[config.mk]
export PLATFORM = sky130hd
export DESIGN_NAME = symbol_name_word_encoder_unit
export DESIGN_NICKNAME = d
export VERILOG_FILES = /design/src/snwe_pkg.sv /design/src/snwe_in_stage.sv /design/src/snwe_core.sv /design/src/snwe_out_reg.sv /design/src/symbol_name_word_encoder_unit.sv
export SDC_FILE = /design/constraint.sdc
export NUM_CORES = 1
export LEC_CHECK = 0
export ABC_AREA = 1
export CORE_UTILIZATION = 40
export CTS_CLUSTER_SIZE = 30
export DETAILED_ROUTE_END_ITERATION = 10
export DONT_BUFFER_PORTS = 1
export GPL_ROUTABILITY_DRIVEN = 0
export GPL_TIMING_DRIVEN = 0
export PLACE_DENSITY = 0.55
export REMOVE_ABC_BUFFERS = 1
export SYNTH_ARGS = -nofsm -noshare
export SYNTH_HDL_FRONTEND = slang
export SYNTH_HIERARCHICAL = 1
export SYNTH_SLANG_ARGS = --single-unit
[constraint.sdc]
create_clock -name clk -period 5.8 [get_ports clk]
set_input_delay 0.58 -clock clk [delete_from_list [all_inputs] [get_ports clk]]
set_output_delay 0.58 -clock clk [all_outputs]
set_load 0.03 [all_outputs]
[src/snwe_pkg.sv]
package snwe_pkg;

  localparam logic [31:0] HashMul  = 32'd101;
  localparam logic [23:0] HashMask = 24'hffffff;
  localparam logic [31:0] HashLow  = 32'h00000fff;
  localparam logic [6:0]  AsciiTag = 7'd127;

  localparam logic [4:0] CodeUnder = 5'd1;
  localparam logic [4:0] CodeDash  = 5'd28;
  localparam logic [4:0] CodeQuest = 5'd29;
  localparam logic [4:0] CodeSlash = 5'd30;

  localparam int NameLen = 6;

  localparam logic [1:0] KindNil    = 2'd0;
  localparam logic [1:0] KindAscii  = 2'd1;
  localparam logic [1:0] KindPacked = 2'd2;
  localparam logic [1:0] KindHashed = 2'd3;

  typedef struct packed {
    logic       valid;
    logic [7:0] ch;
    logic       no_char;
    logic       last;
  } item_t;

  typedef struct packed {
    logic [31:0] symbol_word;
    logic [1:0]  kind;
    logic        needs_binding;
  } result_t;

  function automatic logic [4:0] pack_code(input logic [7:0] c);
    logic [7:0] diff;
    logic [4:0] code;
    diff = c - 8'd95;
    code = 5'd0;
    if (c == 8'h5f) begin
      code = CodeUnder;
    end else if (c >= 8'h61 && c <= 8'h7a) begin
      code = diff[4:0];
    end else if (c == 8'h2d) begin
      code = CodeDash;
    end else if (c == 8'h3f) begin
      code = CodeQuest;
    end else if (c == 8'h2f) begin
      code = CodeSlash;
    end
    return code;
  endfunction

endpackage

[src/snwe_in_stage.sv]
module snwe_in_stage (
  input  logic               clk,
  input  logic               rst,
  input  logic               in_valid,
  output logic               in_ready,
  input  logic [7:0]         ch,
  input  logic               no_char,
  input  logic               last,
  input  logic               take,
  output snwe_pkg::item_t    item
);

  logic       valid;
  logic [7:0] ch_q;
  logic       no_char_q;
  logic       last_q;

  assign in_ready = !valid || take;

  always_ff @(posedge clk) begin
    if (rst) begin
      valid <= 1'b0;
    end else if (in_valid && in_ready) begin
      valid <= 1'b1;
    end else if (take) begin
      valid <= 1'b0;
    end
  end

  always_ff @(posedge clk) begin
    if (in_valid && in_ready) begin
      ch_q      <= ch;
      no_char_q <= no_char;
      last_q    <= last;
    end
  end

  always_comb begin
    item.valid   = valid;
    item.ch      = ch_q;
    item.no_char = no_char_q;
    item.last    = last_q;
  end

endmodule

[src/snwe_core.sv]
module snwe_core (
  input  logic                clk,
  input  logic                rst,
  input  logic [31:0]         hash_seed,
  input  snwe_pkg::item_t     item,
  input  logic                out_free,
  output logic                take,
  output logic                res_load,
  output snwe_pkg::result_t   res
);

  logic [2:0]  count;
  logic [7:0]  chars [snwe_pkg::NameLen];
  logic [31:0] acc;
  logic        pack_ok;
  logic        ascii_ok;
  logic        ended;

  logic [2:0]  count_next;
  logic [7:0]  chars_next [snwe_pkg::NameLen];
  logic [31:0] acc_next;
  logic        pack_ok_next;
  logic        ascii_ok_next;
  logic        ended_next;

  logic [31:0] base;
  logic [31:0] folded;
  logic [29:0] packed_codes;
  logic        is_nil;

  assign take     = item.valid && (!item.last || out_free);
  assign res_load = take && item.last;

  // per-character update
  always_comb begin
    count_next    = count;
    chars_next    = chars;
    acc_next      = acc;
    pack_ok_next  = pack_ok;
    ascii_ok_next = ascii_ok;
    ended_next    = ended;
    base          = (count == 3'd0) ? hash_seed : acc;
    if (!item.no_char && !ended) begin
      if (item.ch == 8'd0) begin
        ended_next = 1'b1;
      end else begin
        acc_next = base * snwe_pkg::HashMul + {24'd0, item.ch};
        if (item.ch[7]) begin
          ascii_ok_next = 1'b0;
        end
        if (snwe_pkg::pack_code(item.ch) == 5'd0) begin
          pack_ok_next = 1'b0;
        end
        if (count < 3'd6) begin
          chars_next[count] = item.ch;
        end
        if (count != 3'd7) begin
          count_next = count + 3'd1;
        end
      end
    end
  end

  // encode from the updated name
  always_comb begin
    folded = acc_next ^ (acc_next >> 16) ^ (acc_next << 16);
    packed_codes = {snwe_pkg::pack_code(chars_next[0]), snwe_pkg::pack_code(chars_next[1]),
                    snwe_pkg::pack_code(chars_next[2]), snwe_pkg::pack_code(chars_next[3]),
                    snwe_pkg::pack_code(chars_next[4]), snwe_pkg::pack_code(chars_next[5])};
    is_nil = (count_next == 3'd3) && (chars_next[0] == 8'h6e) &&
             (chars_next[1] == 8'h69) && (chars_next[2] == 8'h6c);
    res.needs_binding = 1'b0;
    if (is_nil) begin
      res.symbol_word = 32'd0;
      res.kind        = snwe_pkg::KindNil;
    end else if (count_next <= 3'd3 && ascii_ok_next) begin
      res.symbol_word = {chars_next[0][6:0], chars_next[1][6:0], chars_next[2][6:0],
                         4'd0, snwe_pkg::AsciiTag};
      res.kind        = snwe_pkg::KindAscii;
    end else if (count_next >= 3'd4 && count_next <= 3'd6 && pack_ok_next) begin
      res.symbol_word = {packed_codes, 2'b11};
      res.kind        = snwe_pkg::KindPacked;
    end else begin
      res.symbol_word = {folded[23:0] & snwe_pkg::HashMask, 8'd0} | snwe_pkg::HashLow;
      res.kind        = snwe_pkg::KindHashed;
      res.needs_binding = 1'b1;
    end
  end

  always_ff @(posedge clk) begin
    if (rst) begin
      count    <= 3'd0;
      acc      <= 32'd0;
      pack_ok  <= 1'b1;
      ascii_ok <= 1'b1;
      ended    <= 1'b0;
      for (int i = 0; i < snwe_pkg::NameLen; i++) begin
        chars[i] <= 8'd0;
      end
    end else if (take) begin
      if (item.last) begin
        count    <= 3'd0;
        acc      <= hash_seed;
        pack_ok  <= 1'b1;
        ascii_ok <= 1'b1;
        ended    <= 1'b0;
        for (int i = 0; i < snwe_pkg::NameLen; i++) begin
          chars[i] <= 8'd0;
        end
      end else begin
        count    <= count_next;
        acc      <= acc_next;
        pack_ok  <= pack_ok_next;
        ascii_ok <= ascii_ok_next;
        ended    <= ended_next;
        chars    <= chars_next;
      end
    end
  end

  // name state is cleared after every result
  a_clear_after_result: assert property (@(posedge clk) disable iff (rst)
    res_load |=> count == 3'd0 && pack_ok && ascii_ok && !ended)
    else $error("name state not cleared after result");

  // a non-ascii byte never has a packing code
  a_ascii_implies_pack: assert property (@(posedge clk) disable iff (rst)
    !ascii_ok |-> !pack_ok)
    else $error("ascii flag dropped without pack flag");

  // any failed flag means a character was counted
  a_flag_needs_char: assert property (@(posedge clk) disable iff (rst)
    !pack_ok |-> count != 3'd0)
    else $error("pack flag dropped on empty name");

endmodule

[src/snwe_out_reg.sv]
module snwe_out_reg (
  input  logic                clk,
  input  logic                rst,
  input  logic                res_load,
  input  snwe_pkg::result_t   res,
  output logic                out_free,
  output logic                out_valid,
  input  logic                out_ready,
  output logic [31:0]         symbol_word,
  output logic [1:0]          kind,
  output logic                needs_binding
);

  snwe_pkg::result_t held;

  assign out_free      = !out_valid || out_ready;
  assign symbol_word   = held.symbol_word;
  assign kind          = held.kind;
  assign needs_binding = held.needs_binding;

  always_ff @(posedge clk) begin
    if (rst) begin
      out_valid <= 1'b0;
    end else if (res_load) begin
      out_valid <= 1'b1;
    end else if (out_ready) begin
      out_valid <= 1'b0;
    end
  end

  always_ff @(posedge clk) begin
    if (res_load) begin
      held <= res;
    end
  end

  // a pending result is never overwritten
  a_no_overwrite: assert property (@(posedge clk) disable iff (rst)
    res_load |-> !out_valid || out_ready)
    else $error("result overwritten before transfer");

  // binding flag only on hashed names
  a_binding_kind: assert property (@(posedge clk) disable iff (rst)
    out_valid |-> needs_binding == (kind == snwe_pkg::KindHashed))
    else $error("binding flag does not match kind");

endmodule

[src/symbol_name_word_encoder_unit.sv]
// symbol name word encoder
// input channel: one character of a name per transfer (ch, no_char, last) on
//   in_valid / in_ready. no_char marks a transfer that only carries last.
//   a zero character ends the name and later characters are dropped.
// output channel: one transfer per name on out_valid / out_ready, issued for
//   the input transfer with last set: symbol_word, kind, needs_binding.
// order: a transfer with last is first registered in the input stage, then
//   its result is loaded into the output register, where out_valid rises.
// throughput: one character per cycle unless a last transfer stalls; set by
//   the single update stage (multiply-add by 101 on the hash, encode muxes).
// stall: the finished result waits in the output register; characters
//   without last keep flowing, a transfer with last waits until the output
//   register is free, and in_ready drops only then.
// config: apb register 0 at address 0 is hash_seed, used on the first
//   character of each name. pready is always high.
// reset: synchronous, clears both channels, the name state and hash_seed.
module symbol_name_word_encoder_unit (
  input  logic        clk,
  input  logic        rst,
  input  logic        in_valid,
  output logic        in_ready,
  input  logic [7:0]  ch,
  input  logic        no_char,
  input  logic        last,
  output logic        out_valid,
  input  logic        out_ready,
  output logic [31:0] symbol_word,
  output logic [1:0]  kind,
  output logic        needs_binding,
  input  logic        psel,
  input  logic        penable,
  input  logic        pwrite,
  input  logic [2:0]  paddr,
  input  logic [31:0] pwdata,
  output logic [31:0] prdata,
  output logic        pready
);

  logic              [31:0] hash_seed;
  snwe_pkg::item_t          item;
  snwe_pkg::result_t        res;
  logic                     take;
  logic                     res_load;
  logic                     out_free;

  assign pready = 1'b1;
  assign prdata = (paddr[2] == 1'b0) ? hash_seed : 32'd0;

  always_ff @(posedge clk) begin
    if (rst) begin
      hash_seed <= 32'd0;
    end else if (psel && penable && pwrite && pready && paddr[2] == 1'b0) begin
      hash_seed <= pwdata;
    end
  end

  snwe_in_stage u_in (
    .clk      (clk),
    .rst      (rst),
    .in_valid (in_valid),
    .in_ready (in_ready),
    .ch       (ch),
    .no_char  (no_char),
    .last     (last),
    .take     (take),
    .item     (item)
  );

  snwe_core u_core (
    .clk       (clk),
    .rst       (rst),
    .hash_seed (hash_seed),
    .item      (item),
    .out_free  (out_free),
    .take      (take),
    .res_load  (res_load),
    .res       (res)
  );

  snwe_out_reg u_out (
    .clk           (clk),
    .rst           (rst),
    .res_load      (res_load),
    .res           (res),
    .out_free      (out_free),
    .out_valid     (out_valid),
    .out_ready     (out_ready),
    .symbol_word   (symbol_word),
    .kind          (kind),
    .needs_binding (needs_binding)
  );

endmodule
==> run summary, run 1 <==
Synth Instances - 2,411
Slew at the pin with the worst max-slew slack - 1.05 ns
Post-synthesis mux area share - 0
Detailed Routing Iterations Pass 1 - 6
Final setup vio count - 0
Crit Path Max Fanout - 22
Arrival @ worst endpoint - 5.71 ns
Routed via count - 15,100
Total track usage - 0.246
CP endpoint kind - flop
Top sig layer - met4
P per Cell Area - 194 nW/um^2
Share of layout cells above drive strength 1 - 0.0813
Clock Tree Buf Depth - 2
Ant diodes - 0
Syn Area/Cell - 6.52 um^2
IO Count - 122
Synth Register Bits - 165
Outcome - finished clean
Pins Over Slew Limit - 0
Nets@finish - 2,588
Synth Area in Simple Gates - 0.338
Avg Vias per Cell - 5.24
Startpoint types - flop
Post-DR wirelength/cell - 16.9 um
Fillers - 4,191
Starting density of the core - 0.406
Static Leak - 0.00820 uW
Drt initial violations - 1,322
H-tree lvl count - 4
CTS tree - yes
Setup_tns - 0 ns
Chip width - 200 um
Hold/Removal Path Class - in -> reg
Period utilisation layout - 0.954
Area Overhead vs Synth - 7.92%
Maxcap violations - 0
Max IR drop VDD - 0.183 mV
Initial antenna violation count - 0
Unrepaired setup endpoints after global routing - true
Routed Antenna Nets - 0
Area share of fa/ha/maj cells after synthesis - 0.158
Ys Warns - 6
Clock-pin slew on the worst setup and hold paths - 0.07 ns
Chip height - 200 um
Sink Count - 165
Die Area - 40,100 um^2
Drt drc - 0
Fin crit period - 5.54 ns
Cts hold-fix bufs - 0
# rows - 72
Vias in the first global route - 13,900
Synthesized cell area - 15,700 um^2
Clock buffer count from CTS - 17
Compound-Gate Fraction of Synth Area - 0.116
Worst-skew pair later-pin latency - 0.46 ns
Core area - 38,700 um^2
Peak Freq - 181 MHz
Grt ovf - 0
Hold_ws - 0.205 ns
Root buffer cell - clkbuf_16
Critical Setup Path Class - reg -> reg
First-pass GRT wire length - 77,100 um
M1 WL - 23,700 um
Sequential area share after synthesis - 0.239
Relative slew slack - 0.299
Largest net degree at the start of global routing - 83
Largest family of logic cells by synthesized area - simple AND/OR/NAND/NOR gates
IO Port Bufs - 0
Final Hold Vio Count - 0
Met3 routed WL - 3570 um
Worst EP required - 5.97 ns
Routed WL - 49,000 um
Dpl hpwl - 37,500 um
Clock Skew - 0.0206 ns
Synth cell types - 52
Met2 wire len - 20,100 um
Synth Area in XOR/XNOR - 0.0251
==> metal layers <==
metal / up-vias / GRT usage
li1: 7547 / -
met1: 6976 / 0.352
met2: 553 / 0.364
met3: 66 / 0.0415
met4: 0 / 0.0967
met5: - / 0
==> placed cells by master (no fill, tap or decap), types with 9 or more instances in the layout <==
cell type	synthesis	final
a21o_1	18	18
a21oi_1	109	103
a31oi_1	29	29
clkbuf_16	0	17
dfxtp_1	120	117
edfxtp_1	45	45
fa_1	38	38
ha_1	138	136
inv_1	365	365
inv_2	24	23
nand2_1	710	705
nand2_2	28	32
nand3_1	187	184
nand3b_1	10	10
nand4_1	29	29
nor2_1	219	216
nor2_2	10	11
nor3_1	14	14
o21ai_0	78	63
o21ai_1	27	29
o21ai_2	19	28
o22ai_1	9	9
xnor2_1	11	11
xor2_1	34	34
==> final timing paths <==
path / from / endpoint / slack [ns] / cells after the start
worst max-delay path: u_core/count[0]$_SDFFE_PP0P_ / u_out/symbol_word[13]$_DFFE_PP_ / 0.26 / 27
worst max register to register: u_core/count[0]$_SDFFE_PP0P_ / u_out/symbol_word[13]$_DFFE_PP_ / 0.26 / 27
worst min-delay path: rst / u_core/chars[3]$_SDFFE_PP0P_ / 0.21 / 1
worst min register to register: u_core/chars[26]$_SDFFE_PP0P_ / u_core/chars[26]$_SDFFE_PP0P_ / 0.46 / 2
==> final cells by class <==
cell class                      count  area (um^2)  area share
Multi-Input combinational cell   1770        10200       0.603
Sequential cell                   165         3760       0.222
Inverter                          392         1480      0.0870
Tap cell                          518          648      0.0382
Clock buffer                       20          447      0.0263
Timing Repair Buffer               14          283      0.0167
Clock inverter                     12          118     0.00694
==> critical path, stage by stage (launching register included) <==
cell     delay, ns
dfxtp_4       0.37
inv_1         0.12
ha_4          0.20
inv_1         0.08
nor2_4        0.15
buf_12        0.20
nand2_1       0.10
o21ai_0       0.22
ha_1          0.34
ha_1          0.32
xor2_1        0.17
ha_1          0.34
xor2_1        0.17
ha_1          0.31
ha_1          0.38
nand2_1       0.15
nor4_1        0.35
nand2_1       0.12
nand2_1       0.16
nand2_1       0.09
nand2_1       0.07
nand2_1       0.04
nand3_1       0.13
nand2_1       0.10
nand2_1       0.07
nand3_1       0.19
nand2_1       0.20
a21oi_1       0.09
==> synth_stat cells (all sizes together) <==
library cell,instances,share of area
or2,6,0.0024
o21bai,4,0.0019
dfxtp,120,0.15
o22ai,9,0.0036
xnor2,11,0.0061
nor3,16,0.0057
nand3b,10,0.0048
edfxtp,45,0.086
o21ai,127,0.047
conb,1,0.00024
nor2,237,0.063
nor3b,1,0.00080
a31oi,29,0.012
xor2,34,0.019
o211ai,3,0.0014
fa,38,0.048
and2,1,0.00040
clkinv,2,0.00048
a21boi,2,0.0014
o21a,7,0.0033
o31ai,1,0.00048
nand4,32,0.016
a21oi,112,0.036
a211oi,1,0.00048
nor4,2,0.00080
a21o,18,0.0086
buf,42,0.019
nand2,740,0.18
clkbuf,42,0.010
ha,138,0.11
inv,390,0.093
nand3,190,0.062
==> kinds of logic after synthesis <==
kind of cell             Yosys count
AO/OA/AOI/OAI                    313
XOR/XNOR                          45
adder cells (fa/ha/maj)          176
buffers and inverters            476
flip-flops                       165
other                              1
AND/OR/NAND/NOR                 1235
==> through the flow <==
step	utilization	std cells	power, uW	worst slack (ns)	instance area, um^2
3_3_place_gp	0.411	2845	2120	-10.06	15900
2_1_floorplan	-	2327	1870	-0.409	15300
6_report	0.438	2891	3290	0.265	17000
5_1_grt	0.438	2891	3470	-0.0601	17000
4_1_cts	0.433	2888	3300	0.0234	16800
3_5_place_dp	0.417	2854	2150	-1.14	16200
==> registers in the layout, indices dropped and copies added (netlist names) <==
signal	count
u_out/symbol_word	32
u_out/needs_binding	1
u_in/valid	1
u_core/ascii_ok	1
u_in/ch_q	8
u_in/last_q	1
u_core/ended	1
u_in/no_char_q	1
hash_seed	32
u_core/count	3
u_core/chars	48
u_out/kind	2
u_core/acc	32
u_core/pack_ok	1
u_out/out_valid	1
==> report_power, final <==
part	internal (uW)	total, uW	switching, uW
Clock	611	1130	523
Combinational	281	874	593
Sequential	1230	1290	62.3
Total	2120	3290	1180
==> timing repair <==
item,CTS,global route
pin swaps,1,1
endpoints found under the hold margin,0,0
setup buffers,2,2
gates resized for setup,28,28
endpoints found under the setup margin,44,20
No activity file was read; power rests on OpenSTA's default activity.
==> run 2, diff against run 1 <==
--- a/config.mk
+++ b/config.mk
@@ -12,6 +12,7 @@
 export DONT_BUFFER_PORTS = 1
 export GPL_ROUTABILITY_DRIVEN = 0
 export GPL_TIMING_DRIVEN = 0
+export HOLD_SLACK_MARGIN = 0.08
 export PLACE_DENSITY = 0.55
 export REMOVE_ABC_BUFFERS = 1
 export SYNTH_ARGS = -nofsm -noshare
==> constraint.sdc (replaced) <==
create_clock -name clk -period 6 [get_ports clk]
set_input_delay 0.6 -clock clk [delete_from_list [all_inputs] [get_ports clk]]
set_output_delay 0.6 -clock clk [all_outputs]
set_load 0.03 [all_outputs]
==> run summary, run 2 (synthesis gave the netlist of run 1 again) <==
Outcome - finished clean
Pins Over Slew Limit - 0 (unchanged)
Startpoint types - flop
Delay-heaviest family, CP - simple AND/OR/NAND/NOR gates
Drt drc - 0 (unchanged)
Hold/Removal Path Class - in -> reg
Worst-skew pair later-pin latency - 0.46 ns (about the same)
Nets@finish - 2,586 (-0.077%)
Finished Cell Area - 16,800 um^2 (-0.64%)
Clock Skew - 0.0210 ns (+0.000384 ns)
Reg2reg setup slack - 0.31 ns (+0.04 ns)
Sink Count - 165 (unchanged)
CP peak stage delay - 0.53 ns (+0.15 ns)
Reg2reg start - u_core/count[2]$_SDFFE_PP0P_
Die Area - 40,100 um^2 (unchanged)
Worst path depth - 27 (unchanged)
Setup_tns - 0 ns (unchanged)
Arrival @ worst endpoint - 5.87 ns (+0.16 ns)
Routed WL - 48,800 um (-0.29%)
Static Leak - 0.00817 uW (-0.43%)
Met2 wire len - 20,500 um (+2.1%)
CP max-delay cell - dfxtp_1
Relative slew slack - 0.293 (-0.00648)
Period utilisation layout - 0.949 (-0.00565)
Maxcap violations - 0 (unchanged)
Setup crit start - u_core/count[2]$_SDFFE_PP0P_
Cts hold-fix bufs - 0 (unchanged)
Placed insts - 2,854 (unchanged)
Routed Antenna Nets - 0 (unchanged)
Total track usage - 0.245 (-0.000771)
Commonest non-fill, non-tap cells in the layout - nand2_1 (708), inv_1 (365), nor2_1 (217)
Hold_ws - 0.222 ns (+0.0166 ns)
Post-DR wirelength/cell - 16.9 um (-0.22%)
Critical Setup Path Class - reg -> reg
CTS tree - yes
Largest register FFs - 48 (unchanged)
Non-Filler Instances - 2,889 (-0.069%)
Met3 routed WL - 3240 um (-9.4%)
Crit path to - u_out/symbol_word[14]$_DFFE_PP_
CP Buf/Inv Count - 3 (unchanged)
Avg Vias per Cell - 5.22 (-0.27%)
First-pass GRT wire length - 77,100 um (about the same)
Final Hold Vio Count - 0 (unchanged)
Dpl hpwl - 37,500 um (unchanged)
Clock-pin slew on the worst setup and hold paths - 0.07 ns (about the same)
Root buffer cell - clkbuf_16
P per Cell Area - 189 nW/um^2 (-2.9%)
Ant diodes - 0 (unchanged)
Largest net degree at the start of global routing - 83 (unchanged)
Fin crit period - 5.69 ns (+0.157 ns)
IO Port Bufs - 0 (unchanged)
Starting density of the core - 0.406 (unchanged)
Initial antenna violation count - 0 (unchanged)
M1 WL - 24,000 um (+1.0%)
RR Endpoint - u_out/symbol_word[14]$_DFFE_PP_
Crit Path Max Fanout - 27 (+23%)
Chip height - 200 um (unchanged)
Share of layout cells above drive strength 1 - 0.0759 (-0.00541)
Slew at the pin with the worst max-slew slack - 1.06 ns (+0.00969 ns)
Detailed Routing Iterations Pass 1 - 6 (unchanged)
Top sig layer - met4
Clock Tree Buf Depth - 2 (unchanged)
IO Count - 122 (unchanged)
CP endpoint kind - flop
Largest reg by FF count - u_core/chars
Commonest non-fill, non-tap cell in the layout - nand2_1
Worst EP required - 6.17 ns (+0.20 ns)
Chip width - 200 um (unchanged)
Hold path start - rst
Unrepaired setup endpoints after global routing - true
Final setup vio count - 0 (unchanged)
Most used cell, CP - nand2_1
# rows - 72 (unchanged)
Routed via count - 15,100 (-0.34%)
Core area - 38,700 um^2 (unchanged)
Slack of the critical path - 0.308 ns (+0.0430 ns)
Worst Setup Slack post-DPL - -0.945 ns (+0.200 ns)
Grt ovf - 0 (unchanged)
Peak Freq - 176 MHz (-2.8%)
Drt initial violations - 1,298 (-1.8%)
Clock buffer count from CTS - 17 (unchanged)
Dpl cell area - 16,200 um^2 (unchanged)
H-tree lvl count - 4 (unchanged)
Worst R2R Path Depth - 27 (unchanged)
Max IR drop VDD - 0.179 mV (-2.4%)
Vias in the first global route - 13,900 (-0.29%)
Fillers - 4,198 (+0.17%)
Area Overhead vs Synth - 7.23%
[run 2: area by class of cell]
cell class | count | area [um^2] | area share
Tap cell | 518 | 648 | 0.0385
Sequential cell | 165 | 3760 | 0.223
Clock inverter | 12 | 118 | 0.00698
Clock buffer | 20 | 447 | 0.0265
Inverter | 392 | 1480 | 0.0875
Timing Repair Buffer | 12 | 263 | 0.0156
Multi-Input combinational cell | 1770 | 10100 | 0.602
[run 2: worst min-delay path by stage]
stage                               endpoint  cells past startpoint  slack (ns)
6_report        u_core/chars[3]$_SDFFE_PP0P_                      1        0.22
5_1_grt        u_core/chars[10]$_SDFFE_PP0P_                      1        0.20
4_1_cts         u_core/chars[8]$_SDFFE_PP0P_                      1        0.19
3_5_place_dp   u_core/chars[30]$_SDFFE_PP0P_                      2        0.45
3_3_place_gp   u_core/chars[44]$_SDFFE_PP0P_                      2        0.45
2_1_floorplan      u_core/ended$_SDFFE_PP0P_                      2        0.44
[run 2: metal layers]
layer,vias to the layer above,track usage
met5,-,0
met4,0,0.0766
met3,55,0.0312
met2,524,0.372
met1,6970,0.356
li1,7541,-
[run 2: power breakdown]
part           internal (uW)  switching, uW  total (uW)  leakage, uW
Combinational            267            566         833      0.00652
Sequential              1180           61.2        1250      0.00137
Clock                    590            508        1100     0.000278
Total                   2040           1140        3180      0.00817
[run 2: what timing repair did]
action | 4_1_cts | 5_1_grt
pin swaps | 0 | 1
endpoints found under the setup margin | 42 | 20
gates cloned | 0 | 0
gates resized for setup | 20 | 14
setup buffers | 0 | 2
[run 2: metrics by stage]
step           utilization  power [uW]
2_1_floorplan            -        1810
3_5_place_dp         0.417        2080
4_1_cts              0.433        3190
3_3_place_gp         0.411        2050
5_1_grt              0.435        3350
6_report             0.435        3180
==> run 3, diff against run 2 <==
--- a/config.mk
+++ b/config.mk
@@ -13,7 +13,7 @@
 export GPL_ROUTABILITY_DRIVEN = 0
 export GPL_TIMING_DRIVEN = 0
 export HOLD_SLACK_MARGIN = 0.08
-export PLACE_DENSITY = 0.55
+export PLACE_DENSITY = 0.56
 export REMOVE_ABC_BUFFERS = 1
 export SYNTH_ARGS = -nofsm -noshare
 export SYNTH_HDL_FRONTEND = slang
==> run summary, run 3 (synthesis gave the netlist of run 1 again) <==
Worst path depth - 27 (unchanged)
Most used cell, CP - nand2_1
Startpoint types - flop
Reg2reg setup slack - 0.31 ns (about the same)
H-tree lvl count - 4 (unchanged)
First-pass GRT wire length - 76,300 um (-1.0%)
Vias in the first global route - 13,800 (-0.25%)
Setup crit start - u_core/count[0]$_SDFFE_PP0P_
Routed WL - 48,600 um (-0.49%)
Post-DR wirelength/cell - 16.8 um (-0.62%)
CTS tree - yes
Pins Over Slew Limit - 0 (unchanged)
Ant diodes - 0 (unchanged)
Crit Path Max Fanout - 16 (-41%)
Outcome - finished clean
Worst-skew pair later-pin latency - 0.46 ns (about the same)
Relative slew slack - 0.232 (-0.0606)
Static Leak - 0.00820 uW (+0.35%)
CP max-delay cell - fa_1
Max IR drop VDD - 0.228 mV (+28%)
CP endpoint kind - flop
Fin crit period - 5.69 ns (-0.00355 ns)
Crit path to - u_out/symbol_word[22]$_DFFE_PP_
Peak Freq - 176 MHz (about the same)
Drt drc - 0 (unchanged)
Period utilisation layout - 0.948 (about the same)
Initial antenna violation count - 1 (+1)
Delay-heaviest family, CP - adder cells
Slew at the pin with the worst max-slew slack - 1.15 ns (+0.0906 ns)
Total track usage - 0.242 (-0.00258)
# rows - 72 (unchanged)
RR Endpoint - u_out/symbol_word[22]$_DFFE_PP_
Detailed Routing Iterations Pass 1 - 7 (+1)
Arrival @ worst endpoint - 5.88 ns (about the same)
Largest register FFs - 48 (unchanged)
Die Area - 40,100 um^2 (unchanged)
Unrepaired setup endpoints after global routing - false
Worst R2R Path Depth - 27 (unchanged)
Clock buffer count from CTS - 17 (unchanged)
Chip width - 200 um (unchanged)
Routed Antenna Nets - 0 (unchanged)
Critical Setup Path Class - reg -> reg
Root buffer cell - clkbuf_16
Cts hold-fix bufs - 0 (unchanged)
Slack of the critical path - 0.312 ns (+0.00356 ns)
IO Count - 122 (unchanged)
Final core utilization - 0.437 (+0.00155)
Reg2reg start - u_core/count[0]$_SDFFE_PP0P_
Largest net degree at the start of global routing - 83 (unchanged)
Commonest non-fill, non-tap cell in the layout - nand2_1
P per Cell Area - 189 nW/um^2 (+0.38%)
Hold/Removal Path Class - in -> reg
Maxcap violations - 0 (unchanged)
Clock Tree Buf Depth - 2 (unchanged)
Clock-pin slew on the worst setup and hold paths - 0.07 ns (about the same)
Commonest non-fill, non-tap cells in the layout - nand2_1 (706), inv_1 (365), nor2_1 (217)
Clock Skew - 0.0187 ns (-0.00223 ns)
Worst Setup Slack post-DPL - -0.932 ns (+0.0131 ns)
Worst EP required - 6.19 ns (+0.02 ns)
Core area - 38,700 um^2 (unchanged)
Routed via count - 15,200 (+0.49%)
Dpl hpwl - 37,100 um (-1.2%)
Area Overhead vs Synth - 7.61%
Share of layout cells above drive strength 1 - 0.0787 (+0.00282)
Drt initial violations - 1,392 (+7.2%)
CP peak stage delay - 0.53 ns (about the same)
Final setup vio count - 0 (unchanged)
Setup_tns - 0 ns (unchanged)
Nets@finish - 2,590 (+0.15%)
Avg Vias per Cell - 5.24 (+0.35%)
Grt ovf - 0 (unchanged)
Final Hold Vio Count - 0 (unchanged)
CP Buf/Inv Count - 6 (+3)
Largest reg by FF count - u_core/chars
Starting density of the core - 0.406 (unchanged)
IO Port Bufs - 0 (unchanged)
Sink Count - 165 (unchanged)
Chip height - 200 um (unchanged)
## run 3: changes by cell type in the layout (fill, tap and decap cells not counted), sizes merged
cell and change:
inv -4, clkbuf +4, buf +4
## run 3: area by class of cell
cell class	count	area (um^2)
clock buffer	24	503
clock inverter	8	87.6
fill	4144	21800
inverter	392	1480
sequential	165	3760
timing repair buffer	16	265
tap	518	648
multi-input combinational	1770	10200
## run 3: repair_timing
item / in CTS / in global routing
gates resized for setup: 20 / 24
endpoints found under the setup margin: 44 / 20
pin swaps: 1 / 1
setup buffers: 2 / 5
gates cloned: 0 / 0
## run 3: metrics by stage
stage	instance area, um^2	std cells	power (uW)	hold WS [ns]
floorplan	15300	2327	1810	0.437
global placement	15900	2845	2050	0.445
detailed placement	16100	2853	2080	0.452
CTS	16800	2887	3210	0.194
global route	16900	2893	3370	0.205
finish	16900	2893	3200	0.229
## run 3: where the power goes
part	switching [uW]	internal (uW)	leakage, uW
registers	60.4	1180	0.00137
logic	570	265	0.00654
clock network	487	634	0.000287
## run 3: how the worst min path moves through the flow
stage,from,to,slack [ns],cells past startpoint
4_1_cts,rst,u_core/chars[1]$_SDFFE_PP0P_,0.19,1
2_1_floorplan,u_core/ended$_SDFFE_PP0P_,u_core/ended$_SDFFE_PP0P_,0.44,2
5_1_grt,rst,u_core/chars[43]$_SDFFE_PP0P_,0.20,1
3_3_place_gp,u_core/chars[5]$_SDFFE_PP0P_,u_core/chars[5]$_SDFFE_PP0P_,0.45,2
3_5_place_dp,u_core/chars[1]$_SDFFE_PP0P_,u_core/chars[1]$_SDFFE_PP0P_,0.45,2
6_report,rst,u_core/chars[1]$_SDFFE_PP0P_,0.23,1
## run 3: per-layer routing
layer,up-vias,share of wire,GRT usage
li1,7541,-,-
met1,6992,0.48,0.347
met2,562,0.42,0.360
met3,67,0.067,0.0413
met4,2,0.031,0.0931
met5,-,0.00021,0
